`src/hdl/assert_macros.svh`:
```
// Assertion macros used by the RTL of the position counter.
`ifndef ASSERT_MACROS_SVH
`define ASSERT_MACROS_SVH
`ifndef SYNTHESIS
`define BQPC_ASSERT_IMPL(lbl, clk, rstn, ante, cons, msg) \
    lbl: assert property (@(posedge clk) disable iff (!(rstn)) (ante) |-> (cons)) \
        else $error(msg);
`define BQPC_ASSERT_NEXT(lbl, clk, rstn, ante, cons, msg) \
    lbl: assert property (@(posedge clk) disable iff (!(rstn)) (ante) |=> (cons)) \
        else $error(msg);
`else
`define BQPC_ASSERT_IMPL(lbl, clk, rstn, ante, cons, msg)
`define BQPC_ASSERT_NEXT(lbl, clk, rstn, ante, cons, msg)
`endif
`endif

```
`src/hdl/bqpc_pkg.sv`:
```
// Types, constants and the quadrature step function of the position counter.
`timescale 1ns / 1ps
`default_nettype none
package bqpc_pkg;
    localparam int CountW = 25;
    localparam int PosW = 16;
    localparam int StepW = 8;
    localparam int CfgIdxW = 3;
    localparam int CfgDataW = 16;
    localparam int DivCntW = $clog2(CountW);
    localparam int MulCntW = $clog2(StepW);
    localparam logic [1:0] AbMask = 2'h3;
    localparam logic [3:0] IndexMask = 4'hf;

    typedef enum logic [1:0] {
        KIND_SAMPLE,
        KIND_READ,
        KIND_LOAD,
        KIND_NONE
    } t_kind;

    typedef enum logic [CfgIdxW-1:0] {
        REG_STEPS,
        REG_MIN,
        REG_MAX,
        REG_WRAP,
        REG_ENABLE
    } t_reg_idx;

    typedef enum logic [2:0] {
        ST_IDLE,
        ST_MUL,
        ST_BOUND,
        ST_PREP,
        ST_DIV,
        ST_DONE
    } t_state;

    function automatic logic signed [1:0] quad_delta(input logic [3:0] idx);
        logic signed [1:0] d;
        d = 2'sd0;
        if (idx inside {4'd1, 4'd7, 4'd8, 4'd14}) begin
            d = -2'sd1;
        end else if (idx inside {4'd2, 4'd4, 4'd11, 4'd13}) begin
            d = 2'sd1;
        end
        return d;
    endfunction
endpackage
`default_nettype wire

```
`src/hdl/bqpc_channels.sv`:
```
// Handshake channel interfaces for items, results and register writes.
`timescale 1ns / 1ps
`default_nettype none
interface bqpc_in_if import bqpc_pkg::*; ();
    logic                   valid;
    logic                   ready;
    logic [1:0]             kind;
    logic                   pin_a;
    logic                   pin_b;
    logic signed [PosW-1:0] new_value;
    modport source (output valid, kind, pin_a, pin_b, new_value, input ready);
    modport sink (input valid, kind, pin_a, pin_b, new_value, output ready);
endinterface

interface bqpc_out_if import bqpc_pkg::*; ();
    logic                   valid;
    logic                   ready;
    logic signed [PosW-1:0] position;
    logic signed [PosW-1:0] change;
    modport source (output valid, position, change, input ready);
    modport sink (input valid, position, change, output ready);
endinterface

interface bqpc_cfg_if import bqpc_pkg::*; ();
    logic                valid;
    logic                ready;
    logic [CfgIdxW-1:0]  index;
    logic [CfgDataW-1:0] data;
    modport source (output valid, index, data, input ready);
    modport sink (input valid, index, data, output ready);
endinterface
`default_nettype wire

```
`src/hdl/bounded_quadrature_position_counter.sv`:
```
// Top level of the bounded quadrature position counter.
//
//  channel  direction  word contents
//  i_in     sink       kind, pin_a, pin_b, new_value
//  o_out    source     position, change
//  i_cfg    sink       index, data (register write, always ready)
//
// A new word is accepted only in the idle state, once the last word has finished.
// A bit-serial multiply forms the bounds and the scaled load value, then a bound
// step, a setup step and a restoring division by the steps per detent.
// The result sits in an output register; a stalled sink holds the finish step.
// Reset is synchronous and clears the count, the last reading and the control state.
`timescale 1ns / 1ps
`default_nettype none
`include "assert_macros.svh"
module bounded_quadrature_position_counter import bqpc_pkg::*; (
    input  wire         i_clk,
    input  wire         i_rst_n,
    bqpc_in_if.sink     i_in,
    bqpc_out_if.source  o_out,
    bqpc_cfg_if.sink    i_cfg
);
    t_state r_state, n_state;

    logic [StepW-1:0]         r_steps;
    logic signed [PosW-1:0]   r_min, r_max;
    logic                     r_wrap, r_enable;

    logic [1:0]               r_prev_ab;
    logic signed [CountW-1:0] r_count, n_count;
    logic signed [PosW-1:0]   r_last;

    t_kind                    r_kind;
    logic [1:0]               r_ab;
    logic signed [PosW-1:0]   r_new;
    logic [StepW-1:0]         r_s, r_mbits;
    logic [MulCntW-1:0]       r_mul_cnt;
    logic signed [CountW-1:0] r_lo, r_hi, r_ld, n_lo, n_hi, n_ld;

    logic [DivCntW-1:0]       r_div_cnt;
    logic [StepW-1:0]         r_rem, n_rem;
    logic [CountW-1:0]        r_quo, n_quo;
    logic                     r_neg;

    logic                     r_out_valid;
    logic signed [PosW-1:0]   r_out_pos, r_out_chg;

    logic                     w_accept, w_apply, w_load_out;
    logic signed [1:0]        w_delta;
    logic signed [CountW:0]   w_cand, w_lo, w_hi, w_t1, w_t2;
    logic [StepW+1:0]         w_diff;
    logic                     w_ge;
    logic signed [PosW-1:0]   w_pos, w_chg;

    assign i_in.ready   = (r_state == ST_IDLE);
    assign i_cfg.ready  = 1'b1;
    assign o_out.valid  = r_out_valid;
    assign o_out.position = r_out_pos;
    assign o_out.change = r_out_chg;
    assign w_accept     = i_in.valid && (r_state == ST_IDLE);

    always_ff @(posedge i_clk) begin
        if (!i_rst_n) begin
            r_state <= ST_IDLE;
        end else begin
            r_state <= n_state;
        end
    end

    // Serial multiply: one bit of the steps per cycle, most significant first.
    always_comb begin
        n_lo = {r_lo[CountW-2:0], 1'b0};
        n_hi = {r_hi[CountW-2:0], 1'b0};
        n_ld = {r_ld[CountW-2:0], 1'b0};
        if (r_mbits[StepW-1]) begin
            n_lo = n_lo + {{(CountW-PosW){r_min[PosW-1]}}, r_min};
            n_hi = n_hi + {{(CountW-PosW){r_max[PosW-1]}}, r_max};
            n_ld = n_ld + {{(CountW-PosW){r_new[PosW-1]}}, r_new};
        end
    end

    // Bound rule: the upper check first, then the lower one.
    always_comb begin
        w_lo = {r_lo[CountW-1], r_lo};
        w_hi = {r_hi[CountW-1], r_hi};
        w_apply = ((r_kind == KIND_SAMPLE) && r_enable) || (r_kind == KIND_LOAD);
        w_delta = quad_delta({r_prev_ab, r_ab} & IndexMask);
        if (r_kind == KIND_LOAD) begin
            w_cand = {r_ld[CountW-1], r_ld};
        end else begin
            w_cand = {r_count[CountW-1], r_count}
                + {{(CountW-1){w_delta[1]}}, w_delta};
        end
        w_t1 = (w_cand > w_hi) ? (r_wrap ? w_lo : w_hi) : w_cand;
        w_t2 = (w_t1 < w_lo) ? (r_wrap ? w_hi : w_lo) : w_t1;
        n_count = w_apply ? w_t2[CountW-1:0] : r_count;
    end

    // Restoring division step, one quotient bit per cycle.
    always_comb begin
        w_diff = {1'b0, r_rem, r_quo[CountW-1]} - {2'b00, r_s};
        w_ge   = !w_diff[StepW+1];
        n_rem  = w_ge ? w_diff[StepW-1:0] : {r_rem[StepW-2:0], r_quo[CountW-1]};
        n_quo  = {r_quo[CountW-2:0], w_ge};
    end

    always_comb begin
        w_pos = r_neg ? (PosW'(0) - r_quo[PosW-1:0]) : r_quo[PosW-1:0];
        w_chg = (r_kind == KIND_READ) ? (w_pos - r_last) : PosW'(0);
        w_load_out = 1'b0;
        n_state = r_state;
        case (r_state)
            ST_IDLE: begin
                if (w_accept) begin
                    n_state = ST_MUL;
                end
            end
            ST_MUL: begin
                if (r_mul_cnt == MulCntW'(StepW - 1)) begin
                    n_state = ST_BOUND;
                end
            end
            ST_BOUND: begin
                n_state = ST_PREP;
            end
            ST_PREP: begin
                n_state = ST_DIV;
            end
            ST_DIV: begin
                if (r_div_cnt == DivCntW'(CountW - 1)) begin
                    n_state = ST_DONE;
                end
            end
            ST_DONE: begin
                if (!r_out_valid || o_out.ready) begin
                    w_load_out = 1'b1;
                    n_state = ST_IDLE;
                end
            end
            default: begin
                n_state = ST_IDLE;
            end
        endcase
    end

    always_ff @(posedge i_clk) begin
        if (!i_rst_n) begin
            r_steps     <= StepW'(1);
            r_min       <= -16'sd32768;
            r_max       <= 16'sd32767;
            r_wrap      <= 1'b0;
            r_enable    <= 1'b1;
            r_prev_ab   <= 2'b00;
            r_count     <= '0;
            r_last      <= '0;
            r_out_valid <= 1'b0;
            r_mul_cnt   <= '0;
            r_div_cnt   <= '0;
        end else begin
            if (i_cfg.valid) begin
                case (i_cfg.index)
                    REG_STEPS:  r_steps  <= i_cfg.data[StepW-1:0];
                    REG_MIN:    r_min    <= i_cfg.data;
                    REG_MAX:    r_max    <= i_cfg.data;
                    REG_WRAP:   r_wrap   <= i_cfg.data[0];
                    REG_ENABLE: r_enable <= i_cfg.data[0];
                    default: begin
                    end
                endcase
            end
            if (w_load_out) begin
                r_out_valid <= 1'b1;
            end else if (o_out.ready) begin
                r_out_valid <= 1'b0;
            end
            case (r_state)
                ST_IDLE: begin
                    r_mul_cnt <= '0;
                    r_div_cnt <= '0;
                end
                ST_MUL: begin
                    r_mul_cnt <= r_mul_cnt + MulCntW'(1);
                end
                ST_BOUND: begin
                    r_count <= n_count;
                    if ((r_kind == KIND_SAMPLE) && r_enable) begin
                        r_prev_ab <= r_ab & AbMask;
                    end
                end
                ST_DIV: begin
                    r_div_cnt <= r_div_cnt + DivCntW'(1);
                end
                ST_DONE: begin
                    if (w_load_out && (r_kind == KIND_READ)) begin
                        r_last <= w_pos;
                    end
                end
                default: begin
                end
            endcase
        end
    end

    always_ff @(posedge i_clk) begin
        if (w_accept) begin
            r_kind  <= t_kind'(i_in.kind);
            r_ab    <= {i_in.pin_b, i_in.pin_a};
            r_new   <= i_in.new_value;
            r_s     <= (r_steps == '0) ? StepW'(1) : r_steps;
            r_mbits <= (r_steps == '0) ? StepW'(1) : r_steps;
            r_lo    <= '0;
            r_hi    <= '0;
            r_ld    <= '0;
        end
        if (r_state == ST_MUL) begin
            r_lo    <= n_lo;
            r_hi    <= n_hi;
            r_ld    <= n_ld;
            r_mbits <= {r_mbits[StepW-2:0], 1'b0};
        end
        if (r_state == ST_PREP) begin
            r_neg <= r_count[CountW-1];
            r_quo <= r_count[CountW-1] ? (CountW'(0) - r_count) : r_count;
            r_rem <= '0;
        end
        if (r_state == ST_DIV) begin
            r_quo <= n_quo;
            r_rem <= n_rem;
        end
        if (w_load_out) begin
            r_out_pos <= w_pos;
            r_out_chg <= w_chg;
        end
    end

    `BQPC_ASSERT_IMPL(a_rem_below_divisor, i_clk, i_rst_n, r_state == ST_DIV,
        r_rem < r_s, "Division remainder reached the divisor.")
    `BQPC_ASSERT_NEXT(a_clamp_in_bounds, i_clk, i_rst_n,
        (r_state == ST_BOUND) && w_apply && !r_wrap && (r_lo <= r_hi),
        (r_count >= r_lo) && (r_count <= r_hi), "Clamped count left the bounds.")
    `BQPC_ASSERT_NEXT(a_count_held_in_div, i_clk, i_rst_n, r_state == ST_DIV,
        $stable(r_count) && $stable(r_last), "Count changed during division.")
endmodule
`default_nettype wire

```
`src/flat_wrapper.sv`:
```
// flat-port wrapper written by rule: the top's interface ports become plain ports
module bounded_quadrature_position_counter_flat import bqpc_pkg::*;
  (i_clk, i_rst_n, i_in_valid, i_in_kind, i_in_pin_a, i_in_pin_b, i_in_new_value, i_in_ready, o_out_valid, o_out_position, o_out_change, o_out_ready, i_cfg_valid, i_cfg_index, i_cfg_data, i_cfg_ready);
  bqpc_in_if i_in_i ();
  bqpc_out_if o_out_i ();
  bqpc_cfg_if i_cfg_i ();
  input  wire i_clk;
  input  wire i_rst_n;
  input wire logic [$bits(i_in_i.valid)-1:0] i_in_valid;
  input wire logic [$bits(i_in_i.kind)-1:0] i_in_kind;
  input wire logic [$bits(i_in_i.pin_a)-1:0] i_in_pin_a;
  input wire logic [$bits(i_in_i.pin_b)-1:0] i_in_pin_b;
  input wire logic [$bits(i_in_i.new_value)-1:0] i_in_new_value;
  output wire logic [$bits(i_in_i.ready)-1:0] i_in_ready;
  output wire logic [$bits(o_out_i.valid)-1:0] o_out_valid;
  output wire logic [$bits(o_out_i.position)-1:0] o_out_position;
  output wire logic [$bits(o_out_i.change)-1:0] o_out_change;
  input wire logic [$bits(o_out_i.ready)-1:0] o_out_ready;
  input wire logic [$bits(i_cfg_i.valid)-1:0] i_cfg_valid;
  input wire logic [$bits(i_cfg_i.index)-1:0] i_cfg_index;
  input wire logic [$bits(i_cfg_i.data)-1:0] i_cfg_data;
  output wire logic [$bits(i_cfg_i.ready)-1:0] i_cfg_ready;
  assign i_in_i.valid = i_in_valid;
  assign i_in_i.kind = i_in_kind;
  assign i_in_i.pin_a = i_in_pin_a;
  assign i_in_i.pin_b = i_in_pin_b;
  assign i_in_i.new_value = i_in_new_value;
  assign i_in_ready = i_in_i.ready;
  assign o_out_valid = o_out_i.valid;
  assign o_out_position = o_out_i.position;
  assign o_out_change = o_out_i.change;
  assign o_out_i.ready = o_out_ready;
  assign i_cfg_i.valid = i_cfg_valid;
  assign i_cfg_i.index = i_cfg_index;
  assign i_cfg_i.data = i_cfg_data;
  assign i_cfg_ready = i_cfg_i.ready;
  bounded_quadrature_position_counter u_core (.i_clk(i_clk), .i_rst_n(i_rst_n), .i_in(i_in_i), .o_out(o_out_i), .i_cfg(i_cfg_i));
endmodule
```
`config.mk`:
```
export PLATFORM = sky130hd
export DESIGN_NAME = bounded_quadrature_position_counter_flat
export DESIGN_NICKNAME = d
export VERILOG_FILES = /design/src/hdl/bqpc_pkg.sv /design/src/hdl/bqpc_channels.sv /design/src/hdl/bounded_quadrature_position_counter.sv /design/src/flat_wrapper.sv
export VERILOG_INCLUDE_DIRS = /design/src /design/src/hdl
export SDC_FILE = /design/constraint.sdc
export NUM_CORES = 1
export LEC_CHECK = 0
export ABC_AREA = 1
export ABC_CLOCK_PERIOD_IN_PS = 7580
export BUFFER_PORTS_ARGS = -buffer_cell sky130_fd_sc_hd__buf_2
export CAP_MARGIN = 20
export CORE_UTILIZATION = 60
export CTS_BUF_LIST = sky130_fd_sc_hd__clkbuf_16
export DETAILED_ROUTE_END_ITERATION = 12
export PLACE_DENSITY_LB_ADDON = 0.25
export SLEW_MARGIN = 30
export SYNTH_ARGS = -nofsm -noshare
export SYNTH_HDL_FRONTEND = slang
export SYNTH_SLANG_ARGS = --single-unit
```
`constraint.sdc`:
```
create_clock -name i_clk -period 7.58 [get_ports i_clk]
set_input_delay 1.516 -clock i_clk [delete_from_list [all_inputs] [get_ports i_clk]]
set_output_delay 1.516 -clock i_clk [all_outputs]
set_load 0.005 [all_outputs]
```
# Word level (Yosys, flattened, before mapping)
# Index checks and enable logic that the tools add are counted.
[totals]
output_inout_bits = 35
in_bits = 44
ff_bits = 274
[classes]
reduce_logical = 27
muxes = 35
magnitude_cmp = 2
n_addsub = 10
eq_ne = 25
[ops]
columns = ["op", "n"]
rows = [
  ["two-way mux 25 bit", 12],
  ["two-way mux 26 bit", 3],
  ["adder 25 bit", 3],
  ["two-way mux 8 bit", 6],
  ["adder 25 x 2 -> 26 bit", 1],
  ["> comparator 26 x 25 -> 1 bit", 1],
  ["< comparator 26 x 25 -> 1 bit", 1],
  ["subtractor 1 x 25 -> 25 bit, first input constant", 1],
  ["one-hot mux 3 bit (6 select lines)", 1],
  ["== test 4 bit, second input constant", 4],
  ["two-way mux 16 bit", 1],
  ["AND reduction 2 bit", 8],
  ["subtractor 1 x 16 -> 16 bit, first input constant", 1],
  ["subtractor 16 bit", 1],
  ["== test 3 x 2 -> 1 bit, second input constant", 4],
  ["== test 3 bit, second input constant", 4],
  ["two-way mux 3 bit", 4],
  ["one-hot mux 5 bit (2 select lines)", 1],
  ["nonzero test 2 bit", 5],
  ["subtractor 9 x 8 -> 10 bit", 1],
  ["== test 4 x 3 -> 1 bit, second input constant", 2],
  ["zero test 8 bit", 1],
  ["inequality test 2 x 1 -> 1 bit, second input constant", 4],
  ["nonzero test 4 bit", 2],
  ["other kinds (17)", 27],
]

# Longest topological paths before layout
[logic_depth]
depth_word = 10
depth_mapped = 46

# Worst setup path before layout
# OpenSTA, ideal clock, no wires.
[synth_path]
kind = "register -> register"
start = "register u_core.r_ab[1]"
end = "register u_core.r_count[10]"
n_path_buf = 3
synth_period_minus_slack_ns = 6.781
required_ns = 7.510
arrival_ns = 6.712
stages_incl_launch_ff = 42
setup_slack_ns = 0.799
path_cell_list = "edfxtp_1 xor2_1 nor2_1 ha_1 buf_2 a21oi_1 o21ai_0 nand2_1 nand2_1 nand2_1 nand3_1 a21o_1 nand2_1 inv_1 nor2_1 o21ai_0 a31oi_1 ha_1 [6 not listed] nand3_4 inv_2 clkbuf_1 o211ai_1 o21ai_0 inv_1 ha_1 nand4_1 nor4_1 inv_1 nor4_2 nand2_4 nand2_4 nand2_4 buf_6 nand3_2 nand3_1 a21oi_2"
[synth_via]
elab_chain_len = 10
word_cells_on_any_way = 18
cone_classes = "add/sub: 1; order compare: 2; eq/ne: 8; mux: 5; reduce/logical: 2"
[synth_lines]
columns = ["item", "line", "text"]
rows = [
  ["start: declaration", "bounded_quadrature_position_counter.sv:34", "logic [1:0] r_ab;"],
  ["start signal: assignment", "bounded_quadrature_position_counter.sv:207", "r_ab <= {i_in.pin_b, i_in.pin_a};"],
  ["== test 4 x 2 -> 1 bit (tied with other cells)", "bqpc_pkg.sv:44", "end else if (idx inside {4'd2, 4'd4, 4'd11, 4'd13}) begin"],
  ["nonzero test 4 bit", "bqpc_pkg.sv:44", ""],
  ["two-way mux 1 bit", "bqpc_pkg.sv:44", ""],
  ["two-way mux 2 bit *", "bqpc_pkg.sv:42", "if (idx inside {4'd1, 4'd7, 4'd8, 4'd14}) begin"],
  ["adder 25 x 2 -> 26 bit *", "bounded_quadrature_position_counter.sv:92", "+ {{(CountW-1){w_delta[1]}}, w_delta};"],
  ["two-way mux 26 bit *", "bounded_quadrature_position_counter.sv:88", "if (r_kind == KIND_LOAD) begin"],
  ["> comparator 26 x 25 -> 1 bit", "bounded_quadrature_position_counter.sv:94", "w_t1 = (w_cand > w_hi) ? (r_wrap ? w_lo : w_hi) : w_cand;"],
  ["two-way mux 26 bit *", "bounded_quadrature_position_counter.sv:94", ""],
  ["< comparator 26 x 25 -> 1 bit", "bounded_quadrature_position_counter.sv:95", "w_t2 = (w_t1 < w_lo) ? (r_wrap ? w_hi : w_lo) : w_t1;"],
  ["two-way mux 25 bit *", "bounded_quadrature_position_counter.sv:95", ""],
  ["end signal: assignment", "bounded_quadrature_position_counter.sv:185", "r_count <= n_count;"],
  ["end: declaration", "bounded_quadrature_position_counter.sv:30", "logic signed [CountW-1:0] r_count, n_count;"],
]
# Every way passes the cells marked *; elsewhere a longest branch is shown, timed or not.
# A chain may end at the register's enable or synchronous reset.

# Worst setup path in the final report
[layout_path]
start = "register u_core.r_ab[1]"
end = "register u_core.r_count[3]"
# The elaborated chain is that of the path after synthesis.

==> run metrics <==
status completed; starting density of the core about three fifths; yosys warns 0; CTS clk-pin slew, worst paths ~0.06 ns; Clk Latency, worst-skew pair around 0.57 ns; vias in the first global route roughly 17,000; worst hold start u_core.r_steps[2]; # hold bufs at CTS 0; Final TNS setup 0 ns; initial antenna violation count 0; Max Cap Viol 0; Cell Count, Final, Fillers Out 3,143; final setup violation count 0; leading area contributor after synthesis edfxtp_1; NetSw between 5 and 6 mW; count of final hold-check violations 0; Core Util, Final about 67%; Reg power frac between 20% and 30%; largest net degree at the start of global routing between 80 and 90; HPWL Detailed around 44 mm; area of the multi-input gates roughly 11,000 um2; pre-CTS setup slack about 0.10 ns; CP Class reg -> reg; hold path depth 0; Critical Path Start u_core.r_ab[1]; CTS tree built; worst reg2reg endpoint u_core.r_count[3]; Die Ht ~180 um; Synth cell types between 50 and 60; WL final approximately 58 mm; global-route wire length before repair about 90 mm; crit share post-route 92.5%; Critical Path Slowest Stage Cell o21ai_0; CP startpoint kind register; Worst R2R Start u_core.r_ab[1]; Num CTS Buffers 31; DRT Pass-1 Iters 8; Synth Register Bits ~270; Core ar. between 30,000 and 40,000 um2; CTS max path bufs 3; clock share of power a little over an eighth; Post-Syn Nets 2,868; die width around 180 um; FF-to-FF setup slack between 0.5 and 0.6 ns; gpl congestion between 0.9 and 1; Crit Path Max Fanout 25; Max Clock Skew roughly 0.0094 ns; initial drt markers roughly 1,900; WL per Instance about 18 um; CTS sink cnt about 270; Congestion Overflow GR 0; CTS root buffer clkbuf_16; # fillers 2,843; Post-synth EDFFs about 180; # diodes 0; top-count cell post-synth nand2_1; Core Rows 66; Post-CTS Setup Bufs 0; FMAX 143 MHz; Synth Cell Area around 20,000 um2; Critical Path RT just over 8 ns; CP max stage delay a little under 0.6 ns; switch share 51.8%; internal power roughly 5.2 mW; Most used DFF post-synth edfxtp_1; Placed Cells 3,085; layout cells sized above 1 about 8.2%; FF-to-FF path depth 35; Comb pwr share a little over 60%; Area growth syn-to-layout 8.44%; Area contributors post-synth edfxtp_1, ha_1, dfxtp_1; post-synthesis sequential area ratio approximately 36%; ys async rst share 0%; Yosys top cell area share between 20% and 30%; Syn Area/Cell roughly 7.6 um2; Worst-Margin Slew approximately 0.95 ns; PwrDens between 400 and 500 nW/um2; Hold Crit Endpoint u_core.r_s[2]; relative slew slack 36.1%; Peak VDD IR approximately 0.54 mV; fin crit period between 7 and 8 ns; Mapped Cells 2,644; vias per inst around 6; GRT Util Overall 33.8%; post-cts sizing count 0; Design Power between 10 and 15 mW; die area around 34,000 um2; Remaining DRCs 0; Synth top cells by count nand2_1, inv_1, o21ai_0; Hold Crit Class reg -> reg; port bufs 77; Slew Limit Fails 0; WP data arrival between 7 and 8 ns; antenna-violating nets left 0; PnR worst setup slack 0.567 ns; total number of vias about 18,000; I/O pin cnt 79; CTS H-tree depth 1; register area 7250 um2; critical path endpoint category register; Static Leak 10.0 nW; unrepaired setup endpoints after global routing false; post-layout net count roughly 2,900
sequential cells by signal (all words and copies together) (netlist names), 16 cells and up:
name                   cells
u_core.r_count            25
u_core.r_hi               25
u_core.r_ld               25
u_core.r_lo               25
u_core.r_quo              25
u_core.o_out.change       16
u_core.o_out.position     16
u_core.r_last             16
u_core.r_max              16
u_core.r_min              16
u_core.r_new              16
through the flow:
stage	hold slack [ns]	cell area, um2
after floorplan	0.422	20100
after global placement	0.414	20700
after detailed placement	0.423	20700
after CTS	0.437	21700
after global routing	0.445	21800
final	0.435	21800
cell families (layout without fill, tap and decap cells):
kind of cell / count (synthesis) / after routing / share of synthesized area [%]
DFF: 274 / 274 / 36.1
other: 1 / 1 / 0.0187
buffers and inverters: 488 / 544 / 9.44
and+or+nand+nor: 949 / 950 / 20.8
xor gates and xnor gates: 93 / 93 / 4.06
adders and majority gates: 180 / 180 / 11.4
AOI/OAI and AO/OA: 659 / 659 / 18.1
metal layers:
| layer | track usage, % | part of all wire, % | vias to the layer above |
|---|---|---|---|
| met3 | 4.09 | 8.1 | 109 |
| met5 | 0 | 0 | - |
| met1 | 47.5 | 45 | 8455 |
| met2 | 54.1 | 44 | 789 |
| li1 | - | - | 8990 |
| met4 | 10.2 | 3.1 | 0 |
critical path: cells and delay by family (launching register included):
| family | cells | cell delay, ns |
|---|---|---|
| xor gates and xnor gates | 1 | 0.25 |
| adders and majority gates | 3 | 1.04 |
| DFF | 1 | 0.42 |
| AOI/OAI and AO/OA | 9 | 2.06 |
| and+or+nand+nor | 19 | 2.81 |
| buffers and inverters | 3 | 0.32 |
cell type report:
type / count / share of cell area, %
tap: 442 / 2.54
multi-input combinational: 1883 / 50.5
clock inverter: 26 / 0.903
clock buffer: 31 / 3.56
sequential: 274 / 33.3
inverter: 396 / 6.86
timing repair buffer: 91 / 2.30
worst max path at each step:
stage,end,slack [ns],depth (start not counted)
floorplan,u_core.r_count[10],0.80,41
global placement,u_core.r_count[0],0.24,41
detailed placement,u_core.r_count[3],0.10,42
CTS,u_core.r_count[3],0.08,42
global route,u_core.r_count[0],0.03,40
finish,u_core.r_count[3],0.57,35
power by group through the flow:
stage | logic (mW) | clock network, mW | registers [mW]
4_1_cts | 6.54 | 1.48 | 2.59
6_report | 6.73 | 1.46 | 2.61
3_5_place_dp | 6.49 | 0 | 2.62
2_1_floorplan | 5.22 | 0 | 2.44
5_1_grt | 7.52 | 1.53 | 2.64
3_3_place_gp | 6.34 | 0 | 2.61
cells in the final DEF (no fill, tap or decap), types with 12 or more instances in the layout:
cell type	netlist	layout
a21oi_1	238	236
a21oi_2	15	17
buf_2	3	76
buf_4	2	13
clkbuf_16	0	31
clkinv_1	2	12
dfxtp_1	98	97
edfxtp_1	176	176
ha_1	174	172
inv_1	381	386
inv_2	13	12
nand2_1	461	460
nand3_1	141	141
nand3_2	24	25
nand4_1	20	20
nor2_1	219	217
nor3_1	31	31
o211ai_1	33	33
o21ai_0	259	258
o21ai_1	41	40
o21bai_1	12	12
o221ai_1	12	12
xnor2_1	29	29
xor2_1	64	64
(Power assumes the default switching activity.)
